[src/sv/assert_macros.svh]
// Assertion macros shared by the RTL. Each one samples on i_clk and is
// disabled while i_rst_n is low.
`ifndef ASSERT_MACROS_SVH
`define ASSERT_MACROS_SVH

`ifndef ASSERT_OFF

`define ASSERT_ALWAYS(lbl, expr, msg) \
    lbl: assert property (@(posedge i_clk) disable iff (!i_rst_n) (expr)) else $error(msg);

`define ASSERT_IMPLIES(lbl, ante, cons, msg) \
    lbl: assert property (@(posedge i_clk) disable iff (!i_rst_n) (ante) |-> (cons)) \
        else $error(msg);

`define ASSERT_NEXT(lbl, ante, cons, msg) \
    lbl: assert property (@(posedge i_clk) disable iff (!i_rst_n) (ante) |=> (cons)) \
        else $error(msg);

`else

`define ASSERT_ALWAYS(lbl, expr, msg)

`define ASSERT_IMPLIES(lbl, ante, cons, msg)

`define ASSERT_NEXT(lbl, ante, cons, msg)

`endif

`endif

[src/sv/ttint_pkg.sv]
package ttint_pkg;

    localparam int DEF_TABLE_DEPTH = 256;
    localparam int DEF_VALUE_BITS  = 32;
    localparam int DEF_FRAC_BITS   = 16;

    localparam int FIELD_W    = 32;
    localparam int TIME_W     = 32;
    localparam int NUM_VALUES = 9;
    localparam int KW         = $clog2(NUM_VALUES);

    typedef enum logic [1:0] {
        OP_CLEAR  = 2'd0,
        OP_APPEND = 2'd1,
        OP_QUERY  = 2'd2,
        OP_NONE   = 2'd3
    } t_op;

    typedef enum logic [1:0] {
        ST_OK    = 2'd0,
        ST_EMPTY = 2'd1,
        ST_FULL  = 2'd2,
        ST_ORDER = 2'd3
    } t_status;

    typedef struct packed {
        t_op                                   op;
        logic [TIME_W-1:0]                     time_us;
        logic [NUM_VALUES-1:0][FIELD_W-1:0]    values;
    } t_in_item;

    typedef struct packed {
        t_status                               status;
        logic [NUM_VALUES-1:0][FIELD_W-1:0]    values;
    } t_out_item;

    typedef struct packed {
        logic accept;
        logic srd;
        logic scmp;
        logic set_lr;
        logic tl_rd;
        logic tr_rd;
        logic den;
        logic div;
        logic vl_rd;
        logic vr_rd;
        logic bmul;
        logic badd;
        logic out_load;
    } t_cmd;

    typedef struct packed {
        logic query_go;
        logic search_done;
        logic lr_equal;
        logic div_last;
        logic blend_last;
        logic out_free;
    } t_sts;

endpackage

[src/sv/ttint_ctrl.sv]
module ttint_ctrl
    import ttint_pkg::*;
(
    input  logic i_clk,
    input  logic i_rst_n,
    input  logic i_in_valid,
    input  t_sts i_sts,
    output logic o_in_ready,
    output t_cmd o_cmd
);

    typedef enum logic [11:0] {
        S_IDLE = 12'b0000_0000_0001,
        S_SRD  = 12'b0000_0000_0010,
        S_SCMP = 12'b0000_0000_0100,
        S_TL   = 12'b0000_0000_1000,
        S_TR   = 12'b0000_0001_0000,
        S_DEN  = 12'b0000_0010_0000,
        S_DIV  = 12'b0000_0100_0000,
        S_VL   = 12'b0000_1000_0000,
        S_VR   = 12'b0001_0000_0000,
        S_BMUL = 12'b0010_0000_0000,
        S_BADD = 12'b0100_0000_0000,
        S_DONE = 12'b1000_0000_0000
    } t_state;

    t_state r_state;
    t_state n_state;

    always_ff @(posedge i_clk) begin
        if (!i_rst_n) begin
            r_state <= S_IDLE;
        end else begin
            r_state <= n_state;
        end
    end

    always_comb begin
        n_state = r_state;
        o_cmd   = '0;
        unique case (r_state)
            S_IDLE: begin
                if (i_in_valid) begin
                    o_cmd.accept = 1'b1;
                    n_state      = i_sts.query_go ? S_SRD : S_DONE;
                end
            end
            S_SRD: begin
                if (i_sts.search_done) begin
                    o_cmd.set_lr = 1'b1;
                    n_state      = S_TL;
                end else begin
                    o_cmd.srd = 1'b1;
                    n_state   = S_SCMP;
                end
            end
            S_SCMP: begin
                o_cmd.scmp = 1'b1;
                n_state    = S_SRD;
            end
            S_TL: begin
                o_cmd.tl_rd = 1'b1;
                n_state     = S_TR;
            end
            S_TR: begin
                o_cmd.tr_rd = 1'b1;
                n_state     = S_DEN;
            end
            S_DEN: begin
                o_cmd.den = 1'b1;
                n_state   = i_sts.lr_equal ? S_VL : S_DIV;
            end
            S_DIV: begin
                o_cmd.div = 1'b1;
                n_state   = i_sts.div_last ? S_VL : S_DIV;
            end
            S_VL: begin
                o_cmd.vl_rd = 1'b1;
                n_state     = S_VR;
            end
            S_VR: begin
                o_cmd.vr_rd = 1'b1;
                n_state     = S_BMUL;
            end
            S_BMUL: begin
                o_cmd.bmul = 1'b1;
                n_state    = S_BADD;
            end
            S_BADD: begin
                o_cmd.badd = 1'b1;
                n_state    = i_sts.blend_last ? S_DONE : S_BMUL;
            end
            S_DONE: begin
                if (i_sts.out_free) begin
                    o_cmd.out_load = 1'b1;
                    n_state        = S_IDLE;
                end
            end
            default: begin
                n_state = S_IDLE;
            end
        endcase
    end

    assign o_in_ready = (r_state == S_IDLE);

endmodule

[config.mk]
export PLATFORM = sky130hd
export DESIGN_NAME = ttint_ctrl
export DESIGN_NICKNAME = d
export VERILOG_FILES = /design/src/sv/assert_macros.svh /design/src/sv/ttint_pkg.sv /design/src/sv/ttint_ctrl.sv
export SDC_FILE = /design/constraint.sdc
export NUM_CORES = 1
export LEC_CHECK = 0
export BUFFER_PORTS_ARGS = -buffer_cell sky130_fd_sc_hd__buf_2
export CAP_MARGIN = 0
export CORE_MARGIN = 10
export CORE_UTILIZATION = 52
export CTS_CLUSTER_SIZE = 16
export DETAILED_ROUTE_END_ITERATION = 16
export PLACE_DENSITY = 0.81
export SLEW_MARGIN = 20
export SYNTH_ARGS = -nofsm -noshare
export SYNTH_HDL_FRONTEND = slang
export SYNTH_SLANG_ARGS = --single-unit
[constraint.sdc]
create_clock -name i_clk -period 3 [get_ports i_clk]
set_clock_uncertainty 0.1 [all_clocks]
set_input_delay 0.15 -clock i_clk [delete_from_list [all_inputs] [get_ports i_clk]]
set_output_delay 0.15 -clock i_clk [all_outputs]
set_load 0.005 [all_outputs]
## After elaboration in Yosys (flattened, before gate mapping)

Cells that the tools add are included.

- Eq/ne operators: 14
- Muxes and demuxes: 25
- Reductions and logical operators: 1

Operators by type and width:

| cell | count |
|---|---|
| one-hot mux 12 bit (12 select lines) | 1 |
| 2-to-1 mux 12 bit | 4 |
| 2-to-1 mux 1 bit | 17 |
| 2-to-1 mux 8 bit | 2 |
| == test 12 x 1 -> 1 bit (second input constant) | 1 |
| == test 12 x 10 -> 1 bit (second input constant) | 1 |
| == test 12 x 11 -> 1 bit (second input constant) | 1 |
| == test 12 bit (second input constant) | 1 |
| == test 12 x 2 -> 1 bit (second input constant) | 1 |
| == test 12 x 3 -> 1 bit (second input constant) | 1 |
| == test 12 x 4 -> 1 bit (second input constant) | 1 |
| == test 12 x 5 -> 1 bit (second input constant) | 1 |
| == test 12 x 6 -> 1 bit (second input constant) | 1 |
| == test 12 x 7 -> 1 bit (second input constant) | 1 |
| == test 12 x 8 -> 1 bit (second input constant) | 1 |
| == test 12 x 9 -> 1 bit (second input constant) | 1 |
| 2-to-1 mux 4 bit | 1 |
| inequality test 2 bit (second input constant) | 2 |
| AND reduction 2 bit | 1 |

- Word-level logic and storage cells: 41
- Output and inout bits: 14
- Register bits: 12

## Longest topological paths before layout

Gate-level depths: netlist (run 1).

- Depth in word-level cells: 3
- Gate-level depth with buffers: 5
- Gate-level depth less buffers: 4

## Worst setup path after synthesis (run 1)

OpenSTA, ideal clock, no wires.

- Path type: register -> output
- Start: register r_state[11]
- End: output o_cmd[4] (netlist name)
- Arrival: 1726 ps
- Path buffers: 1
- Setup slack: 1024 ps
- Stages on the path, launching flop included: 6
- Cell sequence: dfxtp_1 -> or4_1 -> buf_2 -> or2_4 -> or4_4 -> inv_1

RTL lines:

| what | RTL line | text |
|---|---|---|
| start, declared | ttint_ctrl.sv:27 | `t_state r_state;` |
| start signal, assigned | ttint_ctrl.sv:34 | `r_state <= n_state;` |
| end, declared | ttint_ctrl.sv:9 | `output t_cmd o_cmd` |

==> out/qor.txt, run 1 <==
status -> complete, no violations
post-synthesis net count -> 96
nets -> 121
Worst-Margin Slew -> 493 ps
Final Hold Violating Endpoints -> 0
Mean Syn Cell Area -> 8.50 µm²
final setup fails -> 0
fmax -> 402 MHz
routed wire length -> 1870 µm
port buffer count -> 22
MaxCap Viol Count -> 0
post-synthesis adder-cell area fraction -> 0%
Critical Path RT -> 2750 ps
Clock Tree Root -> clkbuf_4
DRC Markers -> 0
area of the multi-input gates -> 463 µm²
Area after DPL -> 855 µm²
clock slew at reported path FFs -> 70 ps
Chip Width -> 57.7 µm
critical path class -> flip-flop to primary output
# resized after CTS -> 0
drt via density -> 5.94
hold slack -> 16.8 ps
pwr/cell area -> 440 mW/mm²
CTS tree -> yes
vias in the first global route -> 708
crit share post-route -> 82.9%
Synth async-reset ratio -> 0%
fin. max-slew vios -> 0
largest family of logic cells by synthesized area -> simple AND/OR/NAND/NOR gates
Reg with most FFs -> r_state
VDD IR max -> 0.000240 V
all-layer global routing usage -> 11.2%
# clock sinks -> 12
Filler Cells Inserted -> 118
Synth Area in Compound Gates -> 15.6%
DP Cell Count -> 121
Reg area -> 240 µm²
final instance area -> 901 µm²
CTS Buf Count -> 3
clk buf depth -> 2
FF+latch count, synth -> 12
EDFF count, synth -> 0
Initial Util -> 56.1%
largest net degree at the start of global routing -> 9
Post-DP HPWL -> 1420 µm
Synth Instances -> 87
setup repair after global routing missed its margin -> no
Wirelength per Cell -> 14.8 µm
initial antenna violation count -> 0
GRT overflow -> 0
CP Capture Type -> primary output
vias -> 749
Layout Area Growth over Synthesis -> 21.8%
DR iter-0 viols -> 18
number of top-level pins -> 23
Synth Flop Type -> dfxtp_1
H-tree lvl count -> 1
Cell Rows -> 13
Regs by FF count -> r_state x12
mux cell area share after synthesis -> 0%
crit path DAT -> 2240 ps
Synth cell types -> 35
first-pass GRT wire length -> 3010 µm
Seq/Total Area, Yosys -> 32.5%
flip-flop count of the largest register after layout -> 12
Worst-Skew Late Latency -> 280 ps
Leak -> 0.000431 µW
area share of xor/xnor cells in the synthesized design -> 3.55%
CP startpoint kind -> flip-flop
core area -> 0.00132 mm²
simple-gate share of the synthesized area -> 43.5%
layout cells sized above 1 -> 33.3%
non-filler cells, final -> 126
antenna cells -> 0
number of synthesis warnings -> 0
worst hold-check path type -> primary input to flip-flop
routability cong. -> 0.824
min Tclk post-route -> 2490 ps
Relative slew margins -> 66.8%
Detail Route Antenna Nets -> 0
Post-Syn Area -> 739 µm²
TNS Setup -> 0 ps
DR pass1 iterations -> 4
crit path max fanout -> 8
DIE HEIGHT -> 57.7 µm
Die ar. -> 0.00333 mm²
-- placed cells by master, fill, tap and decap left out, drive strengths merged, types with 2 or more instances in the layout --
cell    netlist  layout
nor3          5       5
xor2          2       2
buf           2      22
clkbuf        1       4
nor4b         2       2
and4b         3       3
nor4          4       4
nor2         13      13
a22oi         3       3
or2           3       3
or4b          3       3
dfxtp        12      12
inv           6       6
or4           4       4
a21oi         2       2
and2          3       3
nand2b        4       4
nand2         2       2
-- kinds of logic (layout without fill, tap and decap cells) --
family                 Yosys count  count (layout)
buffers and inverters            9              33
flip-flops                      12              12
AND/OR/NAND/NOR                 49              49
XOR/XNOR                         3               3
AO/OA/AOI/OAI                   14              14
-- area by class of cell --
type	count	share of cell area, %
Sequential cell	12	26.7
Multi-Input combinational cell	66	51.4
Timing Repair Buffer	23	13.3
Tap cell	15	2.08
Clock buffer	4	4.03
Inverter	6	2.50
-- path summary, 6_finish.rpt --
kind	startpoint	to	slack, ps	depth (start not counted)
max	r_state[11]	o_cmd[4]	510	5
min	i_sts[3]	r_state[7]	20	3
max reg2reg	r_state[4]	r_state[2]	870	4
min reg2reg	r_state[7]	r_state[8]	510	3
-- critical path: stages, from the launching register on --
cell	delay [ps]
dfxtp_1	350
or4_1	690
or2_4	330
or4_4	420
inv_1	60
buf_2	100
-- metrics by stage --
step / worst slack (ps) / utilization (%) / total power [µW]
after floorplan: 1020 / - / 242
after global placement: 831 / 64.9 / 265
after detailed placement: 814 / 64.9 / 267
after CTS: 505 / 68.4 / 400
after global routing: 430 / 68.4 / 418
final: 513 / 68.4 / 397
-- report_power, final --
part	switching (µW)	total, µW	internal [µW]
registers	7.89	173	165
clock network	57.3	131	73.9
logic	50.8	92.6	41.7
total	116	397	281
-- repair_timing --
action                                  CTS  global route
endpoints found under the setup margin    0             0
endpoints found under the hold margin     1             0
hold buffers                              1             0
buffers inserted                          0             0
-- layer usage --
metal,up-vias,global-route usage [%],routed length (µm)
met4,0,7.72,21
li1,370,-,-
met1,345,11.3,800
met5,-,0,0
met3,3,4.58,174
met2,31,18.3,872
-- synth_stat cells, types with 2 or more instances --
library cell / number / area [µm²]
or4b_2: 3 / 30.0
nand2b_1: 4 / 25.0
or4_1: 3 / 22.5
nor4_2: 2 / 25.0
nor4b_1: 2 / 17.5
dfxtp_1: 12 / 240
nand2_1: 2 / 7.51
inv_1: 6 / 22.5
nor3_1: 5 / 25.0
a21oi_1: 2 / 10.0
or2_2: 2 / 12.5
buf_2: 2 / 10.0
nor4_1: 2 / 12.5
a22oi_1: 3 / 22.5
xor2_1: 2 / 17.5
nor2_1: 12 / 45.0
and4b_1: 3 / 30.0
and2_1: 3 / 18.8
No activity file was read; power rests on OpenSTA's default activity.
==> run 2: changes to the inputs <==
--- a/config.mk
+++ b/config.mk
@@ -8,10 +8,10 @@
 export BUFFER_PORTS_ARGS = -buffer_cell sky130_fd_sc_hd__buf_2
 export CAP_MARGIN = 0
 export CORE_MARGIN = 10
-export CORE_UTILIZATION = 52
+export CORE_UTILIZATION = 44
 export CTS_CLUSTER_SIZE = 16
 export DETAILED_ROUTE_END_ITERATION = 16
-export PLACE_DENSITY = 0.81
+export PLACE_DENSITY = 0.73
 export SLEW_MARGIN = 20
 export SYNTH_ARGS = -nofsm -noshare
 export SYNTH_HDL_FRONTEND = slang
==> constraint.sdc (replaced) <==
create_clock -name i_clk -period 2.25 [get_ports i_clk]
set_clock_uncertainty 0.1 [all_clocks]
set_input_delay 0.1125 -clock i_clk [delete_from_list [all_inputs] [get_ports i_clk]]
set_output_delay 0.1125 -clock i_clk [all_outputs]
set_load 0.005 [all_outputs]
==> out/qor.txt, run 2 (synthesis gave the netlist of run 1 again) <==
routed wl met3 -> 170 µm
Regs by FF count -> r_state x12
final core occ -> 64.4%
Initial Util -> 48.0%
Placement Setup Slack -> 189 ps
status -> complete, no violations
Cell Rows -> 14
Bufs and invs on worst path -> 2
Filler Cells Inserted -> 133
largest net degree at the start of global routing -> 9
Final Worst Setup Slack -> 5.05 ps
GRT overflow -> 0
Worst Reg-to-Reg Cells -> 5
CTS tree -> yes
Setup crit start -> r_state[11]
# clock sinks -> 12
min Tclk post-route -> 2240 ps
critical path class -> flip-flop to primary output
Worst-Skew Late Latency -> 270 ps
antenna cells -> 0
first-pass GRT wire length -> 2970 µm
all-layer global routing usage -> 10.3%
final instance area -> 993 µm²
Critical Path RT -> 2040 ps
Critical Path End -> o_cmd[4]
area of the multi-input gates -> 490 µm²
worst hold-check path type -> primary input to flip-flop
pwr/cell area -> 524 mW/mm²
initial antenna violation count -> 0
Flop pwr share -> 44.4%
CP startpoint kind -> flip-flop
CTS Buf Count -> 3
clock share of power -> 25.2%
Reg area -> 245 µm²
DR pass1 iterations -> 4
Layout Area Growth over Synthesis -> 34.3%
core area -> 0.00154 mm²
path length in cells of the critical path -> 5
WL met1 -> 841 µm
Reg with most FFs -> r_state
Die ar. -> 0.00372 mm²
hold slack -> 0.823 ps
Chip Width -> 61.0 µm
most frequent cells in the layout -> buf_2 (22), nor2_1 (11), dfxtp_1 (8)
crit share post-route -> 99.8%
Area after DPL -> 893 µm²
H-tree lvl count -> 1
CP max-delay cell -> or4_4
met2 wire length -> 853 µm
Post-DP HPWL -> 1500 µm
DIE HEIGHT -> 61.0 µm
routed wire length -> 1900 µm
port buffer count -> 22
crit path max fanout -> 6
Leak -> 0.000473 µW
power share of the combinational group -> 30.3%
Clock Tree Root -> clkbuf_4
MaxCap Viol Count -> 0
Wirelength per Cell -> 14.1 µm
Relative slew margins -> 68.2%
worst stage delay on the critical path -> 540 ps
setup repair after global routing missed its margin -> yes
flip-flop count of the largest register after layout -> 12
VDD IR max -> 0.000300 V
Worst-Margin Slew -> 471 ps
number of top-level pins -> 23
drt via density -> 5.53
nets -> 130
Sw Ratio -> 29.9%
fmax -> 445 MHz
most frequent CP cell -> or4_4
Internal -> 365 µW
uppermost layer routed -> met4
CP cell instances -> or4_4 -> or2_4 -> or4_4 -> inv_1 -> buf_2
largest delay contributor family on the critical path -> simple AND/OR/NAND/NOR gates
RR Endpoint -> r_state[5]
reg-to-reg startpoint -> r_state[11]
vias -> 746
vias in the first global route -> 708
CP Capture Type -> primary output
fin. max-slew vios -> 0
routability cong. -> 0.863
Sw Pwr -> 156 µW
TNS Setup -> 0 ps
final setup fails -> 0
layout cells sized above 1 -> 42.9%
DRC Markers -> 0
commonest non-fill, non-tap cell in the layout -> buf_2
crit path DAT -> 2030 ps
DR iter-0 viols -> 16
clock slew at reported path FFs -> 70 ps
Detail Route Antenna Nets -> 0
Final Hold Violating Endpoints -> 0
r2r setup slk -> 200 ps
clk buf depth -> 2
## run 2: cell types whose count changed in the layout (fill, tap and decap cells not counted), moves of 2 or more
cell	before	now
buf_4	0	7
dfxtp_1	12	8
dfxtp_2	0	4
or4_1	3	0
or4_4	1	4
dlygate4sd3_1	1	3
## run 2: worst min path at each step
stage,end,from,cells past startpoint
2_1_floorplan,r_state[2],i_sts[4],1
3_3_place_gp,r_state[2],i_sts[4],2
3_5_place_dp,r_state[2],i_sts[4],2
4_1_cts,r_state[7],i_sts[2],3
5_1_grt,r_state[11],i_sts[1],3
6_report,r_state[7],i_sts[2],3
## run 2: final cells by class
cell class	count	area share [%]
Sequential cell	12	24.7
Inverter	6	2.27
Timing Repair Buffer	32	19.4
Tap cell	16	2.02
Multi-Input combinational cell	66	49.4
Clock buffer	3	2.27
## run 2: tightest hold or removal path: cells and delay by family
family                 cells  cell delay, ps
AOI/OAI and AO/OA          1              70
buffers and inverters      1              80
and+or+nand+nor            1              80
## run 2: repair_timing
item | in CTS | in global routing
gates cloned | 0 | 0
hold buffers | 3 | 0
pin swaps | 1 | 2
endpoints found under the hold margin | 4 | 0
gates resized for setup | 5 | 5
setup endpoints to repair | 5 | 6
setup buffers | 0 | 2
## run 2: power by group through the flow
stage                     clock, µW  sequential, µW  combinational, µW
after detailed placement          0             234                137
final                           132             232                158
after CTS                       134             231                147
after global routing            144             233                175
after global placement            0             234                136
after floorplan                   0             232               90.4
## run 2: metrics by stage
stage,cells,total power [µW]
after floorplan,87,323
after global placement,127,370
final,135,521
after detailed placement,127,371
after CTS,133,511
after global routing,135,552
## run 2: metal layers
layer / track usage [%] / vias up
met5: 0 / -
met1: 11.0 / 330
met2: 17.2 / 25
met4: 5.64 / 0
met3: 3.55 / 5
li1: - / 386
==> run 3: changes to the inputs <==
--- a/config.mk
+++ b/config.mk
@@ -11,6 +11,7 @@
 export CORE_UTILIZATION = 44
 export CTS_CLUSTER_SIZE = 16
 export DETAILED_ROUTE_END_ITERATION = 16
+export MAX_ROUTING_LAYER = met4
 export PLACE_DENSITY = 0.73
 export SLEW_MARGIN = 20
 export SYNTH_ARGS = -nofsm -noshare
==> out/qor.txt, run 3 (synthesis gave the netlist of run 1 again) <==
antenna cells -> 0
# clock sinks -> 12
GRT overflow -> 0
hold path start -> i_sts[2]
routability cong. -> 0.877
fin. max-slew vios -> 0
number of top-level pins -> 23
TNS Setup -> 0 ps
MaxCap Viol Count -> 0
Reg with most FFs -> r_state
H-tree lvl count -> 1
final core occ -> 64.4%
all-layer global routing usage -> 10.6%
first-pass GRT wire length -> 2960 µm
Relative slew margins -> 68.2%
min Tclk post-route -> 2240 ps
Final Hold Violating Endpoints -> 0
Critical Path RT -> 2040 ps
Clock Tree Root -> clkbuf_4
port buffer count -> 22
Cell Rows -> 14
CP startpoint kind -> flip-flop
Reg area -> 245 µm²
Detail Route Antenna Nets -> 0
CP Capture Type -> primary output
fmax -> 445 MHz
area of the multi-input gates -> 490 µm²
clk buf depth -> 2
drt via density -> 5.52
reg-to-reg startpoint -> r_state[11]
worst stage delay on the critical path -> 540 ps
DR pass1 iterations -> 4
Die ar. -> 0.00372 mm²
Post-DP HPWL -> 1500 µm
most frequent CP cell -> or4_4
nets -> 130
Leak -> 0.000473 µW
critical path class -> flip-flop to primary output
DIE HEIGHT -> 61.0 µm
DRC Markers -> 0
CTS tree -> yes
Chip Width -> 61.0 µm
Setup crit start -> r_state[11]
crit share post-route -> 99.8%
Regs by FF count -> r_state x12
largest net degree at the start of global routing -> 9
CP cell instances -> or4_4 -> or2_4 -> or4_4 -> inv_1 -> buf_2
worst hold-check path type -> primary input to flip-flop
Initial Util -> 48.0%
vias -> 745
DR iter-0 viols -> 16
CTS Buf Count -> 3
Worst-Skew Late Latency -> 270 ps
setup repair after global routing missed its margin -> yes
clock slew at reported path FFs -> 70 ps
Layout Area Growth over Synthesis -> 34.3%
commonest non-fill, non-tap cell in the layout -> buf_2
vias in the first global route -> 708
final setup fails -> 0
crit path max fanout -> 6
status -> complete, no violations
CP max-delay cell -> or4_4
routed wire length -> 1910 µm
pwr/cell area -> 524 mW/mm²
Filler Cells Inserted -> 133
crit path DAT -> 2030 ps
initial antenna violation count -> 0
core area -> 0.00154 mm²
VDD IR max -> 0.000300 V
most frequent cells in the layout -> buf_2 (22), nor2_1 (11), dfxtp_1 (8)
Worst-Margin Slew -> 470 ps
Wirelength per Cell -> 14.1 µm
flip-flop count of the largest register after layout -> 12
layout cells sized above 1 -> 42.9%
run 3: metrics by stage:
step	instances	instance area (µm²)	hold slack [ps]	total power, µW	worst slack [ps]
6_report	135	993	1.32	521	5.23
4_1_cts	133	960	1.67	511	-6.94
2_1_floorplan	87	739	91.8	323	312
5_1_grt	135	993	13.8	552	-47.3
3_5_place_dp	127	893	211	371	189
3_3_place_gp	127	893	214	370	166
run 3: power by group:
group | internal (µW) | switching, µW | total, µW
registers | 221 | 10.3 | 232
logic | 81.9 | 76.0 | 158
clock network | 62.1 | 69.4 | 131
run 3: worst max-delay path, delay by kind of cell (launching register included):
family	cells	cell delay, ps
AND/OR/NAND/NOR	3	1240
flip-flops	1	340
buffers and inverters	2	170
run 3: final cells by class:
cell class / instances / share of cell area (%)
clock buffers: 3 / 2.27
inverters: 6 / 2.27
multi-input cells: 66 / 49.4
flip-flops and latches: 12 / 24.7
well taps: 16 / 2.02
repair buffers: 32 / 19.4
run 3: layer usage:
metal  GRT usage, %  routed length [µm]
met5              -                   0
met2           17.2                 850
met4           5.64                  42
met3           3.34                 163
met1           11.1                 849
run 3: worst paths after layout:
kind | end | slack [ps] | cells past startpoint
setup reg to reg | r_state[5] | 200 | 5
setup / recovery | o_cmd[4] | 5 | 5
hold / removal | r_state[7] | 1 | 3
hold reg to reg | r_state[5] | 510 | 2
run 3: what timing repair did:
| item | 4_1_cts | 5_1_grt |
|---|---|---|
| pin swaps | 1 | 2 |
| resized for setup | 5 | 5 |
| endpoints found under the setup margin | 5 | 6 |
| hold endpoints to repair | 4 | 0 |
| hold buffers | 3 | 0 |
| buffers inserted | 0 | 2 |
